File: src/design/ffha_pkg.sv
// Shared types and constants for the first-fit heap allocator.
`default_nettype none
package ffha_pkg;

  localparam int MaxSegments = 256;
  localparam int HeapMax     = 65536;
  localparam int StartW      = 17;
  localparam int SizeW       = 16;
  localparam int OffW        = 16;
  localparam int HeapW       = 17;
  localparam int HdrW        = 6;
  localparam int CfgIdxW     = 2;
  localparam int StatusW     = 3;

  typedef enum logic [StatusW-1:0] {
    StOk     = 3'd0,
    StNoFit  = 3'd1,
    StFull   = 3'd2,
    StNull   = 3'd3,
    StNotBlk = 3'd4
  } status_e;

  typedef enum logic [CfgIdxW-1:0] {
    CfgHeap = 2'd0,
    CfgHdr  = 2'd1
  } cfg_idx_e;

  typedef struct packed {
    logic    init_wr;
    logic    accept;
    logic    eval;
    logic    step;
    logic    rd_next;
    logic    mark_used;
    logic    merge_prev;
    logic    merge_nxt;
    logic    final_wr;
    logic    scan_clr;
    logic    scan_inc;
    logic    split_new;
    logic    split_cur;
    logic    set_err;
    status_e err_code;
    logic    out_load;
  } cmd_t;

  typedef struct packed {
    logic cfg_hit;
    logic is_free;
    logic off_zero;
    logic used;
    logic size_eq;
    logic size_gt;
    logic link_end;
    logic match;
    logic full;
    logic scan_live;
    logic out_free;
  } sts_t;

endpackage
`default_nettype wire

File: src/design/ffha_ctrl.sv
// Sequencer for list walk, split, merge and result hand-off.
`default_nettype none
module ffha_ctrl (
  input  logic           clk_i,
  input  logic           rst_ni,
  input  logic           req_valid_i,
  output logic           req_ready_o,
  input  ffha_pkg::sts_t sts_i,
  output ffha_pkg::cmd_t cmd_o
);

  localparam logic [2:0] S_INIT = 3'd0;
  localparam logic [2:0] S_IDLE = 3'd1;
  localparam logic [2:0] S_EV   = 3'd2;
  localparam logic [2:0] S_NX   = 3'd3;
  localparam logic [2:0] S_SCAN = 3'd4;
  localparam logic [2:0] S_SW2  = 3'd5;
  localparam logic [2:0] S_FW   = 3'd6;
  localparam logic [2:0] S_DONE = 3'd7;

  logic [2:0] state_q, state_d;

  always_ff @(posedge clk_i or negedge rst_ni) begin
    if (!rst_ni) begin
      state_q <= S_INIT;
    end else begin
      state_q <= state_d;
    end
  end

  always_comb begin
    cmd_o       = '0;
    state_d     = state_q;
    req_ready_o = 1'b0;
    case (state_q)
      S_INIT: begin
        cmd_o.init_wr = 1'b1;
        state_d       = S_IDLE;
      end
      S_IDLE: begin
        req_ready_o = !sts_i.cfg_hit;
        if (sts_i.cfg_hit) begin
          state_d = S_INIT;
        end else if (req_valid_i) begin
          cmd_o.accept = 1'b1;
          state_d      = S_EV;
        end
      end
      S_EV: begin
        cmd_o.eval = 1'b1;
        if (sts_i.is_free && sts_i.off_zero) begin
          cmd_o.set_err  = 1'b1;
          cmd_o.err_code = ffha_pkg::StNull;
          state_d        = S_DONE;
        end else if (!sts_i.is_free) begin
          if (!sts_i.used && sts_i.size_eq) begin
            cmd_o.mark_used = 1'b1;
            state_d         = S_DONE;
          end else if (!sts_i.used && sts_i.size_gt) begin
            if (sts_i.full) begin
              cmd_o.set_err  = 1'b1;
              cmd_o.err_code = ffha_pkg::StFull;
              state_d        = S_DONE;
            end else begin
              cmd_o.scan_clr = 1'b1;
              state_d        = S_SCAN;
            end
          end else if (sts_i.link_end) begin
            cmd_o.set_err  = 1'b1;
            cmd_o.err_code = ffha_pkg::StNoFit;
            state_d        = S_DONE;
          end else begin
            cmd_o.step    = 1'b1;
            cmd_o.rd_next = 1'b1;
          end
        end else begin
          if (sts_i.match) begin
            if (!sts_i.used) begin
              cmd_o.set_err  = 1'b1;
              cmd_o.err_code = ffha_pkg::StNotBlk;
              state_d        = S_DONE;
            end else begin
              cmd_o.merge_prev = 1'b1;
              if (sts_i.link_end) begin
                state_d = S_FW;
              end else begin
                cmd_o.rd_next = 1'b1;
                state_d       = S_NX;
              end
            end
          end else if (sts_i.link_end) begin
            cmd_o.set_err  = 1'b1;
            cmd_o.err_code = ffha_pkg::StNotBlk;
            state_d        = S_DONE;
          end else begin
            cmd_o.step    = 1'b1;
            cmd_o.rd_next = 1'b1;
          end
        end
      end
      S_NX: begin
        cmd_o.merge_nxt = 1'b1;
        state_d         = S_FW;
      end
      S_SCAN: begin
        if (!sts_i.scan_live) begin
          cmd_o.split_new = 1'b1;
          state_d         = S_SW2;
        end else begin
          cmd_o.scan_inc = 1'b1;
        end
      end
      S_SW2: begin
        cmd_o.split_cur = 1'b1;
        state_d         = S_DONE;
      end
      S_FW: begin
        cmd_o.final_wr = 1'b1;
        state_d        = S_DONE;
      end
      S_DONE: begin
        if (sts_i.out_free) begin
          cmd_o.out_load = 1'b1;
          state_d        = S_IDLE;
        end
      end
      default: begin
        state_d = S_IDLE;
      end
    endcase
  end

endmodule
`default_nettype wire

File: config.mk
export PLATFORM = sky130hd
export DESIGN_NAME = ffha_ctrl
export DESIGN_NICKNAME = d
export VERILOG_FILES = /design/src/design/ffha_pkg.sv /design/src/design/ffha_ctrl.sv
export SDC_FILE = /design/constraint.sdc
export NUM_CORES = 1
export LEC_CHECK = 0
export ABC_AREA = 1
export BUFFER_PORTS_ARGS = -buffer_cell sky130_fd_sc_hd__buf_2
export CAP_MARGIN = 20
export CORE_AREA = 2 2 39 41
export DETAILED_ROUTE_END_ITERATION = 12
export DIE_AREA = 0 0 41 43
export PLACE_DENSITY = 0.77
export SLEW_MARGIN = 20
export SYNTH_ARGS = -nofsm -noshare
export SYNTH_HDL_FRONTEND = slang
export SYNTH_SLANG_ARGS = --single-unit
File: constraint.sdc
create_clock -name clk_i -period 1.64 [get_ports clk_i]
set_clock_uncertainty 0.15 [all_clocks]
set_input_delay 0.164 -clock clk_i [delete_from_list [all_inputs] [get_ports clk_i]]
set_output_delay 0.164 -clock clk_i [all_outputs]
set_load 0.05 [all_outputs]
[After elaboration in Yosys (flattened, before gate mapping)]
Cells that the tools add are included.
Storage, ports and cells
  flip-flop bits (word level): 3
  bits of input ports: 14
  output and inout port bits: 19
  word-level logic and storage cells: 77
Operators by class
  equality and inequality tests: 10
  muxes and demuxes: 58
  reductions and logical operators: 8
Operators with widths (count)
  $mux 4: 11
  $mux 3: 12
  $mux 1: 27
  $pmux 3 s7: 1
  $eq 3x3->1 const B: 4
  $mux 2: 6
  $eq 3x2->1 const B: 2
  $mux 5: 1
  $ne 2x2->1 const B: 2
  $eq 3x1->1 const B: 1
  $logic_and 1x1->1: 3
  $logic_not 3->1: 1
  $ne 3x3->1 const B: 1
  $reduce_and 3->1: 1
  $logic_not 1->1: 2
  $reduce_or 2->1: 1

[Logic depth before layout (Yosys ltp)]
Gate-level depths: netlist of run 1.
  depth after elaboration: 7
  mapped depth: 10
  mapped depth without buffers: 10

[Worst setup path before layout of run 1]
OpenSTA, ideal clock, no wires.
  kind: register to output
  start: reg state_q[0]
  end: out cmd_o[1] (netlist bit)
  arrival: 2.184 ns
  required time: 1.326 ns
  setup slack: -0.858 ns
  cell stages (with the launch flop): 6
  path buffers: 0
  cells stage by stage: dfrtp_1 -> inv_2 -> nand2_2 -> nor2_4 -> inv_2 -> nor3b_1
RTL lines
  from (decl): line ffha_ctrl.sv:21  | logic [2:0] state_q, state_d;
  from (signal assigned): line ffha_ctrl.sv:27  | state_q <= state_d;
  to (decl): line ffha_ctrl.sv:9  | output ffha_pkg::cmd_t cmd_o

==> results of run 1 <==
## area by class of cell
class                      instances  share of cell area [%]
multi-input combinational         80                    46.1
sequential                         3                    6.35
inverter                          15                    5.31
tap                               16                    1.67
clock buffer                       4                    2.19
timing repair buffer              52                    38.3
## cell usage in the layout, fill, tap and decap left out, types with 2 or more instances in the layout
master,instances
dfrtp_1,2
buf_4,13
a21oi_4,2
nor2_1,6
inv_1,9
nand2_1,26
a21oi_1,4
nor3_2,2
a21oi_2,2
nand2_4,2
inv_2,4
buf_8,4
nor3_4,3
o21ai_0,2
clkbuf_4,6
buf_2,14
nand3_1,8
buf_6,16
nor2_2,6
nor2_4,9
nand2_2,2
## layer usage
layer | track usage [%] | part of all wire [%] | vias to the layer above
met5 | 0 | 0 | -
met4 | 8.00 | 2.8 | 0
met3 | 3.14 | 4.6 | 8
met2 | 54.7 | 56 | 46
met1 | 26.5 | 37 | 417
li1 | - | - | 424
## path summary, 6_finish.rpt
check                      startpoint    endpoint  slack, ns
hold / removal               sts_i[0]  state_q[1]       0.07
setup / recovery           state_q[0]   cmd_o[13]      -0.17
hold reg to reg            state_q[2]  state_q[2]       0.66
max in group asynchronous      rst_ni  state_q[1]       1.10
setup reg to reg           state_q[1]  state_q[1]       0.05
min in group asynchronous      rst_ni  state_q[1]       0.11
## worst register-to-register path: cells and delay by family (launching register included)
family / cells / cell delay [ns]
buf+inv: 2 / 0.28
flops: 1 / 0.44
simple gates: 9 / 0.60
## stage by stage
step	cells	TNS, ns	util (%)	power, mW	cell area (um^2)
floorplan	98	-1.65	-	0.944	633
global placement	158	0	65.3	1.23	903
detailed placement	158	-0.0192	65.3	1.26	903
CTS	169	-0.836	79.7	1.54	1100
global route	170	-1.96	86.8	1.86	1200
finish	170	-1.01	86.8	1.76	1200
## logic make-up (layout without fill, tap and decap cells)
logic type             count (synthesis)  in the layout
AO/OA/AOI/OAI                         14             14
buffers and inverters                 15             71
flip-flops                             3              3
AND/OR/NAND/NOR                       66             66
## power by group
group	internal (mW)	switching [mW]
logic	0.548	0.908
clock network	0.0914	0.0424
registers	0.118	0.0487
total	0.757	0.999
## timing repair
item	CTS	global route
buffers inserted	6	2
setup endpoints to repair	13	21
hold buffers	1	0
endpoints found under the hold margin	3	0
resized for setup	35	25
pin swaps	4	7
==> run_results.csv, run 1 <==
group,metric,value,unit
yosys,yosys.area.top_type,"nand2_1",
yosys,synth_compound_area_share,16.2,%
yosys,ys_ff_latch,3,
run_status,violations,"setup timing",
timing,relSlewSlack,76.4,%
timing,fmax,551,MHz
clock_network,clock_latency,0.24,ns
timing,hold_viol_final,0,
timing,layout_setup_ws,-0.175,ns
yosys,synthMuxAreaShare,0,%
clock_network,cts_buffers,3,
timing,setup_violations,10,
timing,worstMarginPinSlew,0.353,ns
floorplan,coreArea,0.00138,mm^2
setup_path,end_kind,"output port",
pwr,p_leak,0.598,nW
detailed_routing,drc_errors,0,
grt,grt_antenna_before_repair,0,
yosys,synth_area,526,um^2
yosys,synth_nets,112,
yosys,synth.distinct_cells,21,
final_layout,n_antenna_cell,0,
clock_network,clock-sinks,3,
yosys,synth.area.top_cells,"nand2_1 (21%), dfrtp_1 (14%), nor2_1 (11%)",
setup_path,cp-start-kind,"flop",
setup_path,crit_slowest_cell,"dfrtp_1",
run_status,status,"finished with violations",
timing,rsz0062_at_grt,"true",
clock_network,cts_buffer_depth,2,
detailed_routing,avgRoutedWirePerCell,15.6,um
detailed_routing,viasPerCell,5.26,
detailed_routing,via_count,895,
final_layout,seqCellArea,76.3,um^2
grt,overflow,0,
final_layout,multi_input_area,554,um^2
setup_path,slowest_delay,0.38,ns
yosys,synthArstFlopShare,100,%
timing,fin_crit_sh,111,%
yosys,avgSynthCellArea,5.36,um^2
yosys,synth_top_area_share,20.7,%
yosys,synth_top_family_by_area,"simple AND/OR/NAND/NOR gates",
final_layout,fillers,74,
setup_path,cp.depth,7,
clock_network,cts_root_buf,"clkbuf_4",
detailed_routing,drtIter0Drc,23,
setup_path,worstPathCellList,"inv_2 -> nand2_4 -> nor2_4 -> inv_4 -> o21a_4 -> a21oi_4 -> buf_6",
grt,grt_use_total,27.6,%
floorplan,initial_core_util,38.0,%
floorplan,die_h,43,um
clock_network,cts_tree,"yes",
min_path,hold_path.class,"in -> reg",
final_layout,largest_registers,"state_q (3)",
detailed_routing,dr.pass1.iters,4,
final_layout,drive_gt1_share,60.4,%
floorplan,die-width,41,um
setup_path,cp_max_fo,4,
place,port_buffers,32,
setup_path,cp.arrival,1.50,ns
timing,final_max_slew_viol_count,0,
grt,grt_pass1_vias,848,
place,dp_hpwl,1550,um
yosys,yosys_warnings,0,
yosys,yosysMostFrequentCell,"nand2_1",
final_layout,finalNetCount,169,
final_layout,syn2layout_area_growth,129,%
pwr,ir_worst_vdd,988,uV
setup_path,cp.required,1.33,ns
pwr,power_density,1460,mW/mm^2
detailed_routing,drt-total-wl,2650,um
job,drv_cap,0,
yosys,yosys.area_share.simple,58.3,%
detailed_routing,ant_nets,0,
grt,grt_max_degree,9,
timing,min_period,1.81,ns
floorplan,die_area,0.00176,mm^2
yosys,synth_edf_count,0,
place,dp_worst_setup_slack,-0.0192,ns
place,place_congestion,0.830,
grt,grt_pass1_wl,3360,um
yosys,syn_inst,98,
final_layout,largest_reg_flops,3,
clock_network,clk_pin_slew,0.04,ns
setup_path,crit_buf_inv,3,
yosys,ys_seq_area_share,14.3,%
yosys,synth_fa_ha_area_share,0,%
setup_path,cp_top_family,"flip-flops",
setup_path,r2r_cells,11,
timing,holdWs,0.0684,ns
yosys,yosys-top-cells-count,"nand2_1 (29), nor2_1 (15), inv_1 (11)",
clock_network,htreeDepth,1,
floorplan,ios,33,
min_path,whs_path_depth,4,
yosys,synthFlopType,"dfrtp_1",
floorplan,num_rows,14,
yosys,synth_xor_area_share,0,%
setup_path,path_class,"reg -> out",
final_layout,top_register,"state_q",
Note: power is estimated with default switching activity, not from simulation.
==> run 2: changes to the inputs <==
Settings changed: ABC_AREA 1 to unset, PLACE_DENSITY 0.77 to 0.75.
==> run 2 against run 1 <==
The run still ends with setup timing left; highest routed layer unchanged; setup slack improved by 0.042 ns; largest power group unchanged; critical path depth fell by 1; synthesized area fell by 3.8%; routed wire length fell by 31%; global-route usage fell by 6.2 points; largest cell class unchanged; power fell by 30%.
==> run_results.csv, run 2 <==
group,metric,value,unit
run_status,status,"finished with violations",
run_status,violations,"setup timing",
detailed_routing,via_count,722,
setup_path,cp.arrival,1.46,ns
grt,grt_max_degree,14,
timing,fin_crit_sh,108,%
timing,setup_violations,10,
setup_path,cp_max_fo,6,
yosys,avgSynthCellArea,6.92,um^2
timing,fmax,564,MHz
setup_path,worstReg2RegStart,"state_q[2]",
yosys,ys_ff_latch,3,
yosys,ys_seq_area_share,14.9,%
pwr,ir_worst_vdd,525,uV
timing,final_max_slew_viol_count,0,
yosys,synth_nets,87,
timing,layout_setup_ws,-0.133,ns
yosys,synth.distinct_cells,33,
detailed_routing,dr.pass1.iters,2,
setup_path,cp.required,1.33,ns
yosys,yosys.area.top_type,"dfrtp_1",
floorplan,ios,33,
yosys,yosys-top-cells-count,"nor2_1 (7), nand2_1 (6), buf_2 (5), inv_1 (5), nor3_1 (5)",
grt,grt_pass1_wl,2620,um
timing,rsz0062_at_grt,"true",
final_layout,largest_reg_flops,3,
final_layout,syn2layout_area_growth,120,%
setup_path,r2r_end,"state_q[2]",
yosys,syn_inst,73,
detailed_routing,drtIter0Drc,4,
timing,relSlewSlack,63.1,%
grt,grt_use_total,21.4,%
pwr,power_density,1110,mW/mm^2
yosys,synth_edf_count,0,
detailed_routing,viasPerCell,5.23,
detailed_routing,drc_errors,0,
place,port_buffers,32,
setup_path,r2r_setup_slack,0.26,ns
floorplan,die_h,43,um
pwr,power.total,1.23,mW
final_layout,drive_gt1_share,63.9,%
yosys,synthFlopType,"dfrtp_1",
clock_network,cts_root_buf,"clkbuf_4",
setup_path,end_kind,"output port",
yosys,synthArstFlopShare,100,%
yosys,synth.area.top_cells,"dfrtp_1 (15%), nor2_1 (5.2%), buf_2 (5.0%)",
setup_path,path_class,"reg -> out",
final_layout,largest_registers,"state_q (3)",
grt,overflow,0,
clock_network,htreeDepth,1,
final_layout,n_antenna_cell,0,
clock_network,clock_latency,0.24,ns
clock_network,clock-sinks,3,
clock_network,clk_pin_slew,0.04,ns
timing,min_period,1.77,ns
timing,worstMarginPinSlew,0.553,ns
setup_path,startpoint,"state_q[2]",
detailed_routing,ant_nets,0,
yosys,yosysMostFrequentCell,"nor2_1",
final_layout,top_register,"state_q",
yosys,yosys_warnings,0,
floorplan,coreArea,0.00138,mm^2
grt,grt_antenna_before_repair,0,
place,place_congestion,0.742,
final_layout,fin_cells,138,
floorplan,initial_core_util,36.5,%
clock_network,cts_tree,"yes",
clock_network,cts_buffers,3,
place,dp.cells,125,
final_layout,finalNetCount,137,
yosys,synth_area,505,um^2
grt,grt_pass1_vias,628,
job,drv_cap,0,
final_layout,layout_common_cells,"buf_2 (16), buf_6 (16), buf_4 (15)",
detailed_routing,avgRoutedWirePerCell,13.3,um
pwr,p_leak,0.517,nW
floorplan,die_area,0.00176,mm^2
min_path,hold_path.class,"in -> async",
setup_path,cp-start-kind,"flop",
floorplan,die-width,41,um
detailed_routing,drt-total-wl,1840,um
final_layout,utilization,80.2,%
clock_network,cts_buffer_depth,2,
place,dp_hpwl,1290,um
timing,hold_viol_final,0,
place,dp_worst_setup_slack,0.00142,ns
setup_path,r2r_cells,5,
floorplan,num_rows,14,
yosys,synth_top_area_share,14.9,%
## run 2: cell count changes after synthesis, moves of 3 or more
cell	change
buf_2	+5
inv_1	-6
inv_2	-3
nand2_1	-23
nand3_1	-5
nor2_1	-8
nor2_2	-4
nor2b_1	+3
## run 2: how the worst max path moves through the flow
stage          depth (start not counted)         end
2_1_floorplan                          3  state_q[0]
5_1_grt                                6   cmd_o[14]
3_3_place_gp                           6   cmd_o[14]
6_report                               6   cmd_o[14]
3_5_place_dp                           6   cmd_o[14]
4_1_cts                                6   cmd_o[14]
## run 2: where the power goes
part / total [mW] / switching [mW] / internal (mW)
registers: 0.133 / 0.0279 / 0.105
clock network: 0.139 / 0.0472 / 0.0918
logic: 0.956 / 0.551 / 0.405
## run 2: per-stage QoR
stage / setup TNS (ns) / area [um^2] / hold WS [ns]
floorplan: -1.31 / 642 / -0.282
global placement: 0 / 851 / -0.188
detailed placement: 0 / 851 / -0.187
CTS: -0.582 / 1000 / 0.105
global route: -1.19 / 1110 / 0.126
finish: -0.601 / 1110 / 0.0978
## run 2: layout make-up
type | count | area, um^2
multi-input cells | 58 | 533
repair buffers | 52 | 433
fillers | 103 | 274
flip-flops and latches | 3 | 75.1
clock buffers | 4 | 26.3
inverters | 5 | 22.5
well taps | 16 | 20.0
## run 2: cells by family (layout without fill, tap and decap cells)
| logic type | Yosys count | in the layout | share of synthesized area [%] |
|---|---|---|---|
| simple gates | 38 | 38 | 44.3 |
| compound gates | 19 | 19 | 25.7 |
| buf+inv | 12 | 61 | 13.1 |
| flops | 3 | 3 | 14.9 |
| mux | 1 | 1 | 1.98 |
## run 2: per-layer routing
metal | up-vias | track usage [%] | wire (um)
met2 | 31 | 40.0 | 1050
met4 | 0 | 6.00 | 14
met1 | 330 | 22.7 | 684
met3 | 2 | 3.14 | 92
met5 | - | 0 | 0
li1 | 359 | - | -
## run 2: worst max-delay path, cell delays in order (launching register included)
cell and delay [ns]:
dfrtp_1 0.41, nor2b_4 0.15, nand2b_4 0.12, clkinvlp_4 0.13, nand3_2 0.10, a21oi_4 0.13, buf_6 0.17
## run 2: repair_timing
action | 4_1_cts | 5_1_grt
resized for setup | 25 | 18
buffers inserted | 1 | 7
setup endpoints to repair | 14 | 17
pin swaps | 2 | 3
hold buffers | 1 | 0
hold endpoints to repair | 3 | 0
